File: src/spfp_pkg.sv
// types and constants shared by the sensor packet parser modules
package spfp_pkg;

  localparam int unsigned NUM_FIELDS = 6;
  localparam logic [5:0] PKT_LAST = 6'd40;
  localparam logic [5:0] POS_CR = 6'd39;
  localparam logic [5:0] POS_KIND = 6'd37;
  localparam logic [5:0] POS_START = 6'd0;
  localparam logic [5:0] FIELD_START [NUM_FIELDS] = '{6'd1, 6'd13, 6'd17, 6'd22, 6'd27, 6'd32};

  localparam logic [7:0] CH_SEMI = 8'h3b;
  localparam logic [7:0] CH_CR = 8'h0d;
  localparam logic [7:0] CH_LF = 8'h0a;
  localparam logic [7:0] CH_PLUS = 8'h2b;
  localparam logic [7:0] CH_MINUS = 8'h2d;
  localparam logic [7:0] CH_S = 8'h53;
  localparam logic [7:0] CH_M = 8'h4d;
  localparam logic [7:0] CH_A = 8'h41;
  localparam logic [7:0] CH_N = 8'h4e;
  localparam logic [7:0] CH_Z = 8'h5a;

  localparam logic [2:0] KIND_S = 3'd0;
  localparam logic [2:0] KIND_M = 3'd1;
  localparam logic [2:0] KIND_A = 3'd2;
  localparam logic [2:0] KIND_N = 3'd3;
  localparam logic [2:0] KIND_Z = 3'd4;

  localparam logic [15:0] MAG_LIMIT = 16'd32768;
  localparam logic [15:0] POS_MAX = 16'h7fff;
  localparam logic signed [14:0] COMB_SCALE = 15'sd10000;

  localparam int unsigned Q_DEPTH = 2;
  localparam int unsigned Q_AW = 1;

  typedef enum logic [1:0] {
    PH_WAIT  = 2'd0,
    PH_BLANK = 2'd1,
    PH_DIGIT = 2'd2,
    PH_DONE  = 2'd3
  } phase_t;

  typedef struct packed {
    logic                         ok;
    logic [2:0]                   kind;
    logic [NUM_FIELDS-1:0]        neg;
    logic [NUM_FIELDS-1:0][15:0]  mag;
  } pkt_rec_t;

endpackage

File: src/spfp_front.sv
// byte front end: frame check, kind decode and per-field decimal parsing
module spfp_front (
  input  logic              clk,
  input  logic              rst_n,
  input  logic              byte_valid,
  input  logic              byte_func,
  input  logic [7:0]        byte_data,
  output logic              byte_ready,
  input  logic              q_full,
  output logic              q_push,
  output spfp_pkg::pkt_rec_t q_rec
);
  import spfp_pkg::*;

  logic [5:0]                  pos_r;
  logic [NUM_FIELDS-1:0][15:0] mag_r, mag_nxt;
  logic [NUM_FIELDS-1:0]       neg_r, neg_nxt;
  phase_t                      ph_r [NUM_FIELDS];
  phase_t                      ph_nxt [NUM_FIELDS];
  logic                        ok_r, ok_nxt;
  logic [2:0]                  kind_r, kind_nxt;
  logic                        accept;
  logic                        is_blank, is_digit;
  logic [3:0]                  digit;
  logic [18:0]                 prod;
  phase_t                      ph_cur;

  assign byte_ready = !q_full;
  assign accept = byte_valid && byte_ready;
  assign is_blank = byte_data inside {8'h20, [8'h09:8'h0d]};
  assign is_digit = byte_data inside {[8'h30:8'h39]};
  assign digit = byte_data[3:0];

  always_comb begin
    prod = '0;
    ph_cur = PH_WAIT;
    for (int f = 0; f < NUM_FIELDS; f++) begin
      mag_nxt[f] = mag_r[f];
      neg_nxt[f] = neg_r[f];
      ph_cur = (pos_r == FIELD_START[f]) ? PH_BLANK : ph_r[f];
      ph_nxt[f] = ph_cur;
      prod = {3'd0, mag_r[f]} * 19'd10 + {15'd0, digit};
      case (ph_cur)
        PH_BLANK: begin
          if (is_blank) begin
            ph_nxt[f] = PH_BLANK;
          end else if (byte_data == CH_PLUS) begin
            ph_nxt[f] = PH_DIGIT;
          end else if (byte_data == CH_MINUS) begin
            neg_nxt[f] = 1'b1;
            ph_nxt[f] = PH_DIGIT;
          end else if (is_digit) begin
            mag_nxt[f] = (prod > {3'd0, MAG_LIMIT}) ? MAG_LIMIT : prod[15:0];
            ph_nxt[f] = PH_DIGIT;
          end else begin
            ph_nxt[f] = PH_DONE;
          end
        end
        PH_DIGIT: begin
          if (is_digit) begin
            mag_nxt[f] = (prod > {3'd0, MAG_LIMIT}) ? MAG_LIMIT : prod[15:0];
          end else begin
            ph_nxt[f] = PH_DONE;
          end
        end
        default: ;
      endcase
    end

    ok_nxt = ok_r;
    kind_nxt = kind_r;
    if (pos_r == POS_START && byte_data != CH_SEMI) ok_nxt = 1'b0;
    if (pos_r == POS_CR && byte_data != CH_CR) ok_nxt = 1'b0;
    if (pos_r == PKT_LAST && byte_data != CH_LF) ok_nxt = 1'b0;
    if (pos_r == POS_KIND) begin
      case (byte_data)
        CH_S: kind_nxt = KIND_S;
        CH_M: kind_nxt = KIND_M;
        CH_A: kind_nxt = KIND_A;
        CH_N: kind_nxt = KIND_N;
        CH_Z: kind_nxt = KIND_Z;
        default: begin
          kind_nxt = KIND_S;
          ok_nxt = 1'b0;
        end
      endcase
    end
  end

  assign q_push = accept && !byte_func && (pos_r == PKT_LAST);
  assign q_rec.ok = ok_nxt;
  assign q_rec.kind = kind_nxt;
  assign q_rec.neg = neg_nxt;
  assign q_rec.mag = mag_nxt;

  always_ff @(posedge clk) begin
    if (!rst_n || (accept && (byte_func || pos_r == PKT_LAST))) begin
      pos_r <= '0;
      mag_r <= '0;
      neg_r <= '0;
      ok_r <= 1'b1;
      kind_r <= KIND_S;
      for (int f = 0; f < NUM_FIELDS; f++) ph_r[f] <= PH_WAIT;
    end else if (accept) begin
      pos_r <= pos_r + 6'd1;
      mag_r <= mag_nxt;
      neg_r <= neg_nxt;
      ok_r <= ok_nxt;
      kind_r <= kind_nxt;
      for (int f = 0; f < NUM_FIELDS; f++) ph_r[f] <= ph_nxt[f];
    end
  end

endmodule

File: src/spfp_queue.sv
// short queue of parsed packet records between front and back end
module spfp_queue (
  input  logic               clk,
  input  logic               rst_n,
  input  logic               push,
  input  spfp_pkg::pkt_rec_t push_rec,
  output logic               full,
  input  logic               pop,
  output logic               empty,
  output spfp_pkg::pkt_rec_t pop_rec
);
  import spfp_pkg::*;

  pkt_rec_t       mem [Q_DEPTH];
  logic [Q_AW-1:0] wr_ptr_r, rd_ptr_r;
  logic [Q_AW:0]   count_r;
  logic            do_push, do_pop;

  assign full = (count_r == Q_AW'(0) + (Q_AW+1)'(Q_DEPTH));
  assign empty = (count_r == '0);
  assign do_push = push && !full;
  assign do_pop = pop && !empty;
  assign pop_rec = mem[rd_ptr_r];

  always_ff @(posedge clk) begin
    if (do_push) mem[wr_ptr_r] <= push_rec;
  end

  always_ff @(posedge clk) begin
    if (!rst_n) begin
      wr_ptr_r <= '0;
      rd_ptr_r <= '0;
      count_r <= '0;
    end else begin
      if (do_push) wr_ptr_r <= wr_ptr_r + Q_AW'(1);
      if (do_pop) rd_ptr_r <= rd_ptr_r + Q_AW'(1);
      case ({do_push, do_pop})
        2'b10: count_r <= count_r + (Q_AW+1)'(1);
        2'b01: count_r <= count_r - (Q_AW+1)'(1);
        default: ;
      endcase
    end
  end

endmodule

File: src/spfp_back.sv
// back end: value conversion, combined value multiply-add and result register
module spfp_back (
  input  logic               clk,
  input  logic               rst_n,
  input  logic               q_empty,
  input  spfp_pkg::pkt_rec_t q_rec,
  output logic               q_pop,
  output logic               res_valid,
  input  logic               res_ready,
  output logic               res_status,
  output logic [2:0]         res_kind,
  output logic [spfp_pkg::NUM_FIELDS-1:0][15:0] res_val,
  output logic [29:0]        res_comb
);
  import spfp_pkg::*;

  logic                        en;
  logic                        s1_v_r, s2_v_r, out_v_r;
  logic                        s1_stat_r, s2_stat_r, out_stat_r;
  logic [2:0]                  s1_kind_r, s2_kind_r, out_kind_r;
  logic [NUM_FIELDS-1:0][15:0] s1_val_r, s2_val_r, out_val_r;
  logic [NUM_FIELDS-1:0][15:0] val_c;
  logic                        s1_comb_en_r, s2_comb_en_r;
  logic signed [30:0]          prod_c;
  logic signed [29:0]          s2_prod_r;
  logic [29:0]                 out_comb_r;

  assign en = !out_v_r || res_ready;
  assign q_pop = en && !q_empty;

  always_comb begin
    for (int f = 0; f < NUM_FIELDS; f++) begin
      if (!q_rec.ok) val_c[f] = '0;
      else if (q_rec.neg[f]) val_c[f] = ~q_rec.mag[f] + 16'd1;
      else if (q_rec.mag[f][15]) val_c[f] = POS_MAX;
      else val_c[f] = q_rec.mag[f];
    end
  end

  assign prod_c = s1_comb_en_r ? ($signed(s1_val_r[3]) * COMB_SCALE) : 31'sd0;

  always_ff @(posedge clk) begin
    if (!rst_n) begin
      s1_v_r <= 1'b0;
      s2_v_r <= 1'b0;
      out_v_r <= 1'b0;
    end else if (en) begin
      s1_v_r <= !q_empty;
      s2_v_r <= s1_v_r;
      out_v_r <= s2_v_r;
    end
  end

  always_ff @(posedge clk) begin
    if (en) begin
      s1_stat_r <= !q_rec.ok;
      s1_kind_r <= q_rec.ok ? q_rec.kind : 3'd0;
      s1_val_r <= val_c;
      s1_comb_en_r <= q_rec.ok && (q_rec.kind == KIND_M || q_rec.kind == KIND_N);
      s2_stat_r <= s1_stat_r;
      s2_kind_r <= s1_kind_r;
      s2_val_r <= s1_val_r;
      s2_comb_en_r <= s1_comb_en_r;
      s2_prod_r <= prod_c[29:0];
      out_stat_r <= s2_stat_r;
      out_kind_r <= s2_kind_r;
      out_val_r <= s2_val_r;
      out_comb_r <= s2_comb_en_r ? (s2_prod_r + {{14{s2_val_r[4][15]}}, s2_val_r[4]}) : '0;
    end
  end

  assign res_valid = out_v_r;
  assign res_status = out_stat_r;
  assign res_kind = out_kind_r;
  assign res_val = out_val_r;
  assign res_comb = out_comb_r;

endmodule

File: src/sensor_packet_field_parser.sv
// top level of the sensor packet field parser
// Takes one byte of a 41-byte ASCII sensor packet per word, one word per cycle while the
// queue is not full; in_tuser high drops the partial packet. Each byte is checked and fed
// to six decimal field parsers as it arrives, and the 41st byte posts a packet record into
// a two-entry queue. A three-stage back end turns the record into saturated 16-bit values
// and, for kinds M and N, value_first*10000+value_second (else zero). Input stalls only
// when the queue is full and the output is held.
module sensor_packet_field_parser (
  input  logic         clk,
  input  logic         rst_n,
  input  logic         in_tvalid,
  output logic         in_tready,
  input  logic [7:0]   in_tdata,   // data_byte
  input  logic [0:0]   in_tuser,   // func
  output logic         out_tvalid,
  input  logic         out_tready,
  // node_id, link_quality, battery_level, value_first, value_second, value_third,
  // combined_value, two zero bits
  output logic [127:0] out_tdata,
  output logic [3:0]   out_tuser   // status, sensor_kind
);
  import spfp_pkg::*;

  logic                        q_full, q_empty, q_push, q_pop;
  pkt_rec_t                    push_rec, pop_rec;
  logic                        res_status;
  logic [2:0]                  res_kind;
  logic [NUM_FIELDS-1:0][15:0] res_val;
  logic [29:0]                 res_comb;

  spfp_front u_front (
    .clk        (clk),
    .rst_n      (rst_n),
    .byte_valid (in_tvalid),
    .byte_func  (in_tuser[0]),
    .byte_data  (in_tdata),
    .byte_ready (in_tready),
    .q_full     (q_full),
    .q_push     (q_push),
    .q_rec      (push_rec)
  );

  spfp_queue u_queue (
    .clk      (clk),
    .rst_n    (rst_n),
    .push     (q_push),
    .push_rec (push_rec),
    .full     (q_full),
    .pop      (q_pop),
    .empty    (q_empty),
    .pop_rec  (pop_rec)
  );

  spfp_back u_back (
    .clk        (clk),
    .rst_n      (rst_n),
    .q_empty    (q_empty),
    .q_rec      (pop_rec),
    .q_pop      (q_pop),
    .res_valid  (out_tvalid),
    .res_ready  (out_tready),
    .res_status (res_status),
    .res_kind   (res_kind),
    .res_val    (res_val),
    .res_comb   (res_comb)
  );

  assign out_tuser = {res_kind, res_status};
  assign out_tdata = {2'b00, res_comb, res_val};

endmodule
File: config.mk
export PLATFORM = sky130hd
export DESIGN_NAME = sensor_packet_field_parser
export DESIGN_NICKNAME = d
export VERILOG_FILES = /design/src/spfp_pkg.sv /design/src/spfp_front.sv /design/src/spfp_queue.sv /design/src/spfp_back.sv /design/src/sensor_packet_field_parser.sv
export SDC_FILE = /design/constraint.sdc
export NUM_CORES = 2
export LEC_CHECK = 0
export ABC_AREA = 0
export ABC_CLOCK_PERIOD_IN_PS = 21200
export BUFFER_PORTS_ARGS = -buffer_cell sky130_fd_sc_hd__buf_2
export CORE_ASPECT_RATIO = 1.1
export CORE_MARGIN = 4
export CORE_UTILIZATION = 35
export CTS_CLUSTER_SIZE = 16
export DETAILED_ROUTE_END_ITERATION = 8
export GPL_TIMING_DRIVEN = 0
export PLACE_DENSITY = 0.5
export RECOVER_POWER = 25
export SLEW_MARGIN = 25
export SYNTH_ARGS = -nofsm -noshare
export SYNTH_HDL_FRONTEND = slang
export SYNTH_HIERARCHICAL = 1
export SYNTH_SLANG_ARGS = --single-unit
File: constraint.sdc
create_clock -name clk -period 21.2 [get_ports clk]
set_input_delay 4.24 -clock clk [delete_from_list [all_inputs] [get_ports clk]]
set_output_delay 4.24 -clock clk [all_outputs]
set_load 0.005 [all_outputs]
# After elaboration in Yosys (flattened, before gate mapping)
# Memory sizes are Yosys's and may differ from the RTL's. A register that Yosys moved wholly into a read port is not among the register bits.
# Cells that the tools add are included.
[word_totals] in_bits=13 word_cells=276 ff_bits=481 out_inout_bits=134 mem_bits_rw=224 mem_count=2
[classes] order_cmp=10 muxes=117 eq_ne=37 bitwise_logic=12 n_reduce_logical=28 n_addsub=18 mul=7
[mem_list] name="u_queue.mem" words=2 width=106 read_ports=1 rd_clocked_by_memory_dff=1 wr=1 line_no="spfp_queue.sv:14" rtl="pkt_rec_t mem [Q_DEPTH];"
[mem_list] name="u_front.ph_r" words=6 width=2 read_ports=6 rd_clocked_by_memory_dff=0 wr=6 line_no="spfp_front.sv:18" rtl="phase_t ph_r [NUM_FIELDS];"
[op_table] cell="two-way mux 16 bit" n=36
[op_table] cell="case mux 16 bit (2 select lines)" n=6
[op_table] cell="adder 19 x 4 -> 19 bit" n=6
[op_table] cell="> comparator 19 x 16 -> 1 bit (second input constant)" n=6
[op_table] cell="multiplier 16 x 3 -> 18 bit (second input constant)" n=6
[op_table] cell="adder 16 x 1 -> 16 bit (second input constant)" n=6
[op_table] cell="NOT 16 bit" n=6
[op_table] cell="two-way mux 15 bit" n=6
[op_table] cell="two-way mux 2 bit" n=21
[op_table] cell="== test 8 x 7 -> 1 bit (second input constant)" n=5
[op_table] cell="two-way mux 1 bit" n=39
[op_table] cell="adder 30 bit" n=1
[op_table] cell="case mux 2 bit (2 select lines)" n=7
[op_table] cell="multiplier 16 x 11 -> 26 bit (second input constant)" n=1
[op_table] cell="== test 6 bit (second input constant)" n=4
[op_table] cell="== test 8 x 6 -> 1 bit (second input constant)" n=3
[op_table] cell="== test 6 x 5 -> 1 bit (second input constant)" n=3
[op_table] cell="== test 2 bit (second input constant)" n=8
[op_table] cell="!= test 8 x 4 -> 1 bit (second input constant)" n=2
[op_table] cell="== test 2 x 1 -> 1 bit (second input constant)" n=7
[op_table] cell="logical AND 1 bit" n=13
[op_table] cell="case mux 3 bit (4 select lines)" n=1
[op_table] cell="greater-or-equal comparator 8 x 4 -> 1 bit (second input constant)" n=1
[op_table] cell="greater-or-equal comparator 8 x 6 -> 1 bit (second input constant)" n=1
[op_table] cell="19 further kinds" n=34

# Depth between registers and ports, before layout
[logic_depth] ltp_word=9 mapped_depth=17 depth_no_buf=17

# Hierarchy
# Netlist, hierarchy kept.
[by_module_without_submodules] mod="spfp_back" instances=1 cells_per_inst=1421 area_per_inst_um2=18211.2 seq_area_each_um2=10810.4
[by_module_without_submodules] mod="spfp_front" instances=1 cells_per_inst=2150 area_per_inst_um2=16094.2 seq_area_each_um2=2602.5
[by_module_without_submodules] mod="spfp_queue" instances=1 cells_per_inst=356 area_per_inst_um2=7883.8 seq_area_each_um2=6466.2
[by_module_without_submodules] mod="sensor_packet_field_parser" instances=1 cells_per_inst=4 area_per_inst_um2=26.3 seq_area_each_um2=0.0

# Worst setup path before layout
# No wires, ideal clock.
[synth_timing] path_type="input -> register" startpoint="input out_tready" endpoint="register u_back.out_comb_r[0] (netlist: u_back/res_comb[0]) (enable)" path_buffers=0 arrival_ns=11.232 path_stages=2 setup_ns=0.707 setup_slack_ns=9.261 t_required_ns=20.493 cell_sequence="nor2b_1 inv_1"
[synth_via] elab_chain_len=1
[synth_rtl] item="start, declared" line_no="sensor_packet_field_parser.sv:16" rtl="input logic out_tready,"
[synth_rtl] item="logical OR 1 bit" line_no="spfp_back.sv:28" rtl="assign en = !out_v_r || res_ready;"
[synth_rtl] item="end signal, assigned" line_no="spfp_back.sv:68" rtl="out_comb_r <= s2_comb_en_r ? (s2_prod_r + {{14{s2_val_r[4][15]}}, s2_val_r[4]}) : '0;"
[synth_rtl] item="end, declared" line_no="spfp_back.sv:26" rtl="logic [29:0] out_comb_r;"
# No other way between the ends.
# A chain may end at the register's enable or synchronous reset.

==> impl_metrics.yaml <==
grt:
  grt_pass1_vias: 29500
  grt_max_degree: 101
  track_usage_pct: 17.4
  grt_first_pass_wirelength_um: 173000
  overflow: 0
  antenna_found_initial: 6
synth:
  yosysMostFrequentCell: "edfxtp_1"
  yosysSeqAreaShare_pct: 47.1
  avgSynthCellArea_um2: 10.7
  async_reset_ff_share_pct: 0
  synth_top_flop_cell: "edfxtp_1"
  ys_ff_latch: 702
  synth_edf_count: 582
  ys.warnings.count: 6
  syn_inst: 3931
  synth_common_cells: "edfxtp_1, nand2_1, ha_1"
  syn_area_mm2: 0.0422
  synth_area_leaders: "edfxtp_1, ha_1, dfxtp_1, nand2_1, fa_1"
  synth_top_area_share_pct: 41.4
  yosysTopAreaCell: "edfxtp_1"
  ys_types: 116
cts:
  root_buffer: "clkbuf_16"
  cts-resized-gates: 0
  postCtsSetupBuffers: 0
  postCtsHoldBufs: 0
  clk_latency_ps: 670
  numCtsBuffers: 80
  cts_tree: "built"
  cts_buffer_depth: 3
  cts.sinks: 702
  htreeDepth: 3
  cts.clk_slew.worst_paths_ps: 60
status:
  run_status: "finished, violations left"
  violations: "max-capacitance violations, max-slew violations"
sta:
  fmax_mhz: 124
  drv_slew: 47
  finalHoldViolCount: 0
  finClkSkew_ps: 27.5
  setup_viol: 0
  rsz0062_at_grt: "no"
  fin_crit_ps: 8040
  worst_slew_pin_slew_ps: 2000
  period_share_pct: 37.9
  relSlewSlack_pct: -34.1
  fin_tns_setup_ps: 0
route:
  wl_per_cell_um: 19.3
  num_vias: 30800
  ant_nets: 0
  wirelength_um: 112000
  drc: 0
  first_pass_iters: 9
  viasPerCell: 5.33
  drt_iter0_markers: 2160
pwr:
  internal_power_mw: 2.34
  peakVddDrop_uv: 50.0
  combPwrFrac_pct: 3.9
  p_clk_share_pct: 47.0
  power-per-cell-area_mw_per_mm2: 63.0
  pwr-share-seq_pct: 49.1
  netSwitchingPower_mw: 0.669
  switching_share_pct: 22.3
  p_leak_nw: 20.1
  power_mw: 3.01
floorplan:
  coreArea_mm2: 0.120
  die_area_mm2: 0.126
  io_pins: 147
  die_h_um: 372
  initial_core_util_pct: 35.3
  die_w_um: 339
  fp-row-count: 133
hold_path:
  worstHoldPathType: "reg -> reg"
worst_setup_path:
  start_kind: "primary input"
  crit_fanout: 13
  end_kind: "flip-flop"
  worst_ep_arrival_time_ps: 8450
  worstSetupPathType: "in -> reg"
  critPathRequiredTime_ps: 21610
placement:
  dp_cells: 5636
  dpl.hpwl_um: 82700
  gp_congestion: 0.840
  io_buffers: 144
layout:
  multi_input_area_mm2: 0.0209
  final_util_pct: 39.8
  instances_no_fill: 5788
  area_growth_pct: 12.9
  fill_cells: 11600
  final_nets: 4555
  regArea_mm2: 0.0199
  drive_above_1_share_pct: 10.2
job:
  drv_cap: 2
==> sequential cells by signal, indices dropped and copies added (netlist names), 2 cells and up, named ones only <==
register and count:
u_front/neg_r 6, u_back/res_val 96, u_back/res_kind 3, u_back/s1_val_r 96, u_back/res_comb 30, u_back/s2_kind_r 3
u_queue/count_r 2, u_back/s2_prod_r 26, u_front/pos_r 6, u_front/mag_r 96, u_front/kind_r 3, u_back/s1_kind_r 3
u_back/s2_val_r 96, u_queue/mem 212, u_front/ph_r 12
==> power groups by stage <==
stage          logic, mW  clock network (mW)  registers [mW]
4_1_cts            0.114                1.46            1.48
6_report           0.116                1.41            1.48
5_1_grt            0.126                1.52            1.48
3_5_place_dp       0.114                   0            1.51
3_3_place_gp       0.112                   0            1.51
2_1_floorplan     0.0736                   0            1.51
==> layer usage <==
metal | part of all wire (%) | vias to the layer above | global-route usage (%)
li1 | - | 15300 | -
met1 | 45 | 14800 | 23.0
met2 | 47 | 650 | 29.5
met3 | 4.6 | 151 | 2.35
met4 | 2.8 | 0 | 5.59
met5 | 0 | - | 0
==> metrics by stage <==
stage	worst slack [ps]	hold WS, ps	cell area (um^2)
2_1_floorplan	9260	400	42200
4_1_cts	13300	414	47800
5_1_grt	12920	417	47700
3_5_place_dp	12600	405	45100
6_report	13160	408	47700
3_3_place_gp	5530	400	44900
==> worst max-delay path, stage by stage <==
cell	delay (ps)
buf_2	320
clkbuf_1	290
o21ai_0	220
and2_1	150
clkbuf_1	840
clkbuf_1	510
buf_8	230
buf_1	680
nand2b_1	390
o31ai_1	530
==> logic make-up after synthesis <==
kind of cell	count (synthesis)	synth area share [%]
flops	702	47.1
mux	122	3.22
buf+inv	334	3.23
simple gates	1240	14.6
compound gates	994	16.4
other cells	1	0.00888
fa+ha+maj	376	12.2
xor+xnor	162	3.36
==> placed cells by master (no fill, tap or decap), drive strengths merged, types with 56 or more instances in the layout <==
cell,n
buf,175
nand2,392
ha,318
a31oi,58
and2,56
nor2,309
fa,58
nor3,111
o21ai,198
nand3,75
mux2,111
a21o,76
a21oi,209
xor2,59
clkbuf,222
xnor2,103
edfxtp,582
dfxtp,120
inv,193
==> final timing paths <==
path / start / endpoint / slack, ps / cells past startpoint
max: in_tdata[2] / u_queue/mem[0][0] / 13160 / 10
min: u_back/s2_kind_r[2] / u_back/res_kind[2] / 410 / 0
max reg2reg: flip-flop / u_back/s1_val_r[76] / 15890 / 13
min reg2reg: u_back/s2_kind_r[2] / u_back/res_kind[2] / 410 / 0
==> cell type report <==
type                    count  share of cell area (%)
plain buffers             142                    1.28
repair buffers            152                    1.92
inverters                 192                    1.53
diodes                      3                  0.0157
well taps                1552                    4.07
clock buffers             103                    4.57
multi-input cells        2896                    43.8
flip-flops and latches    702                    41.7
clock inverters            46                    1.09
Power figures use the tool's default switching activity.
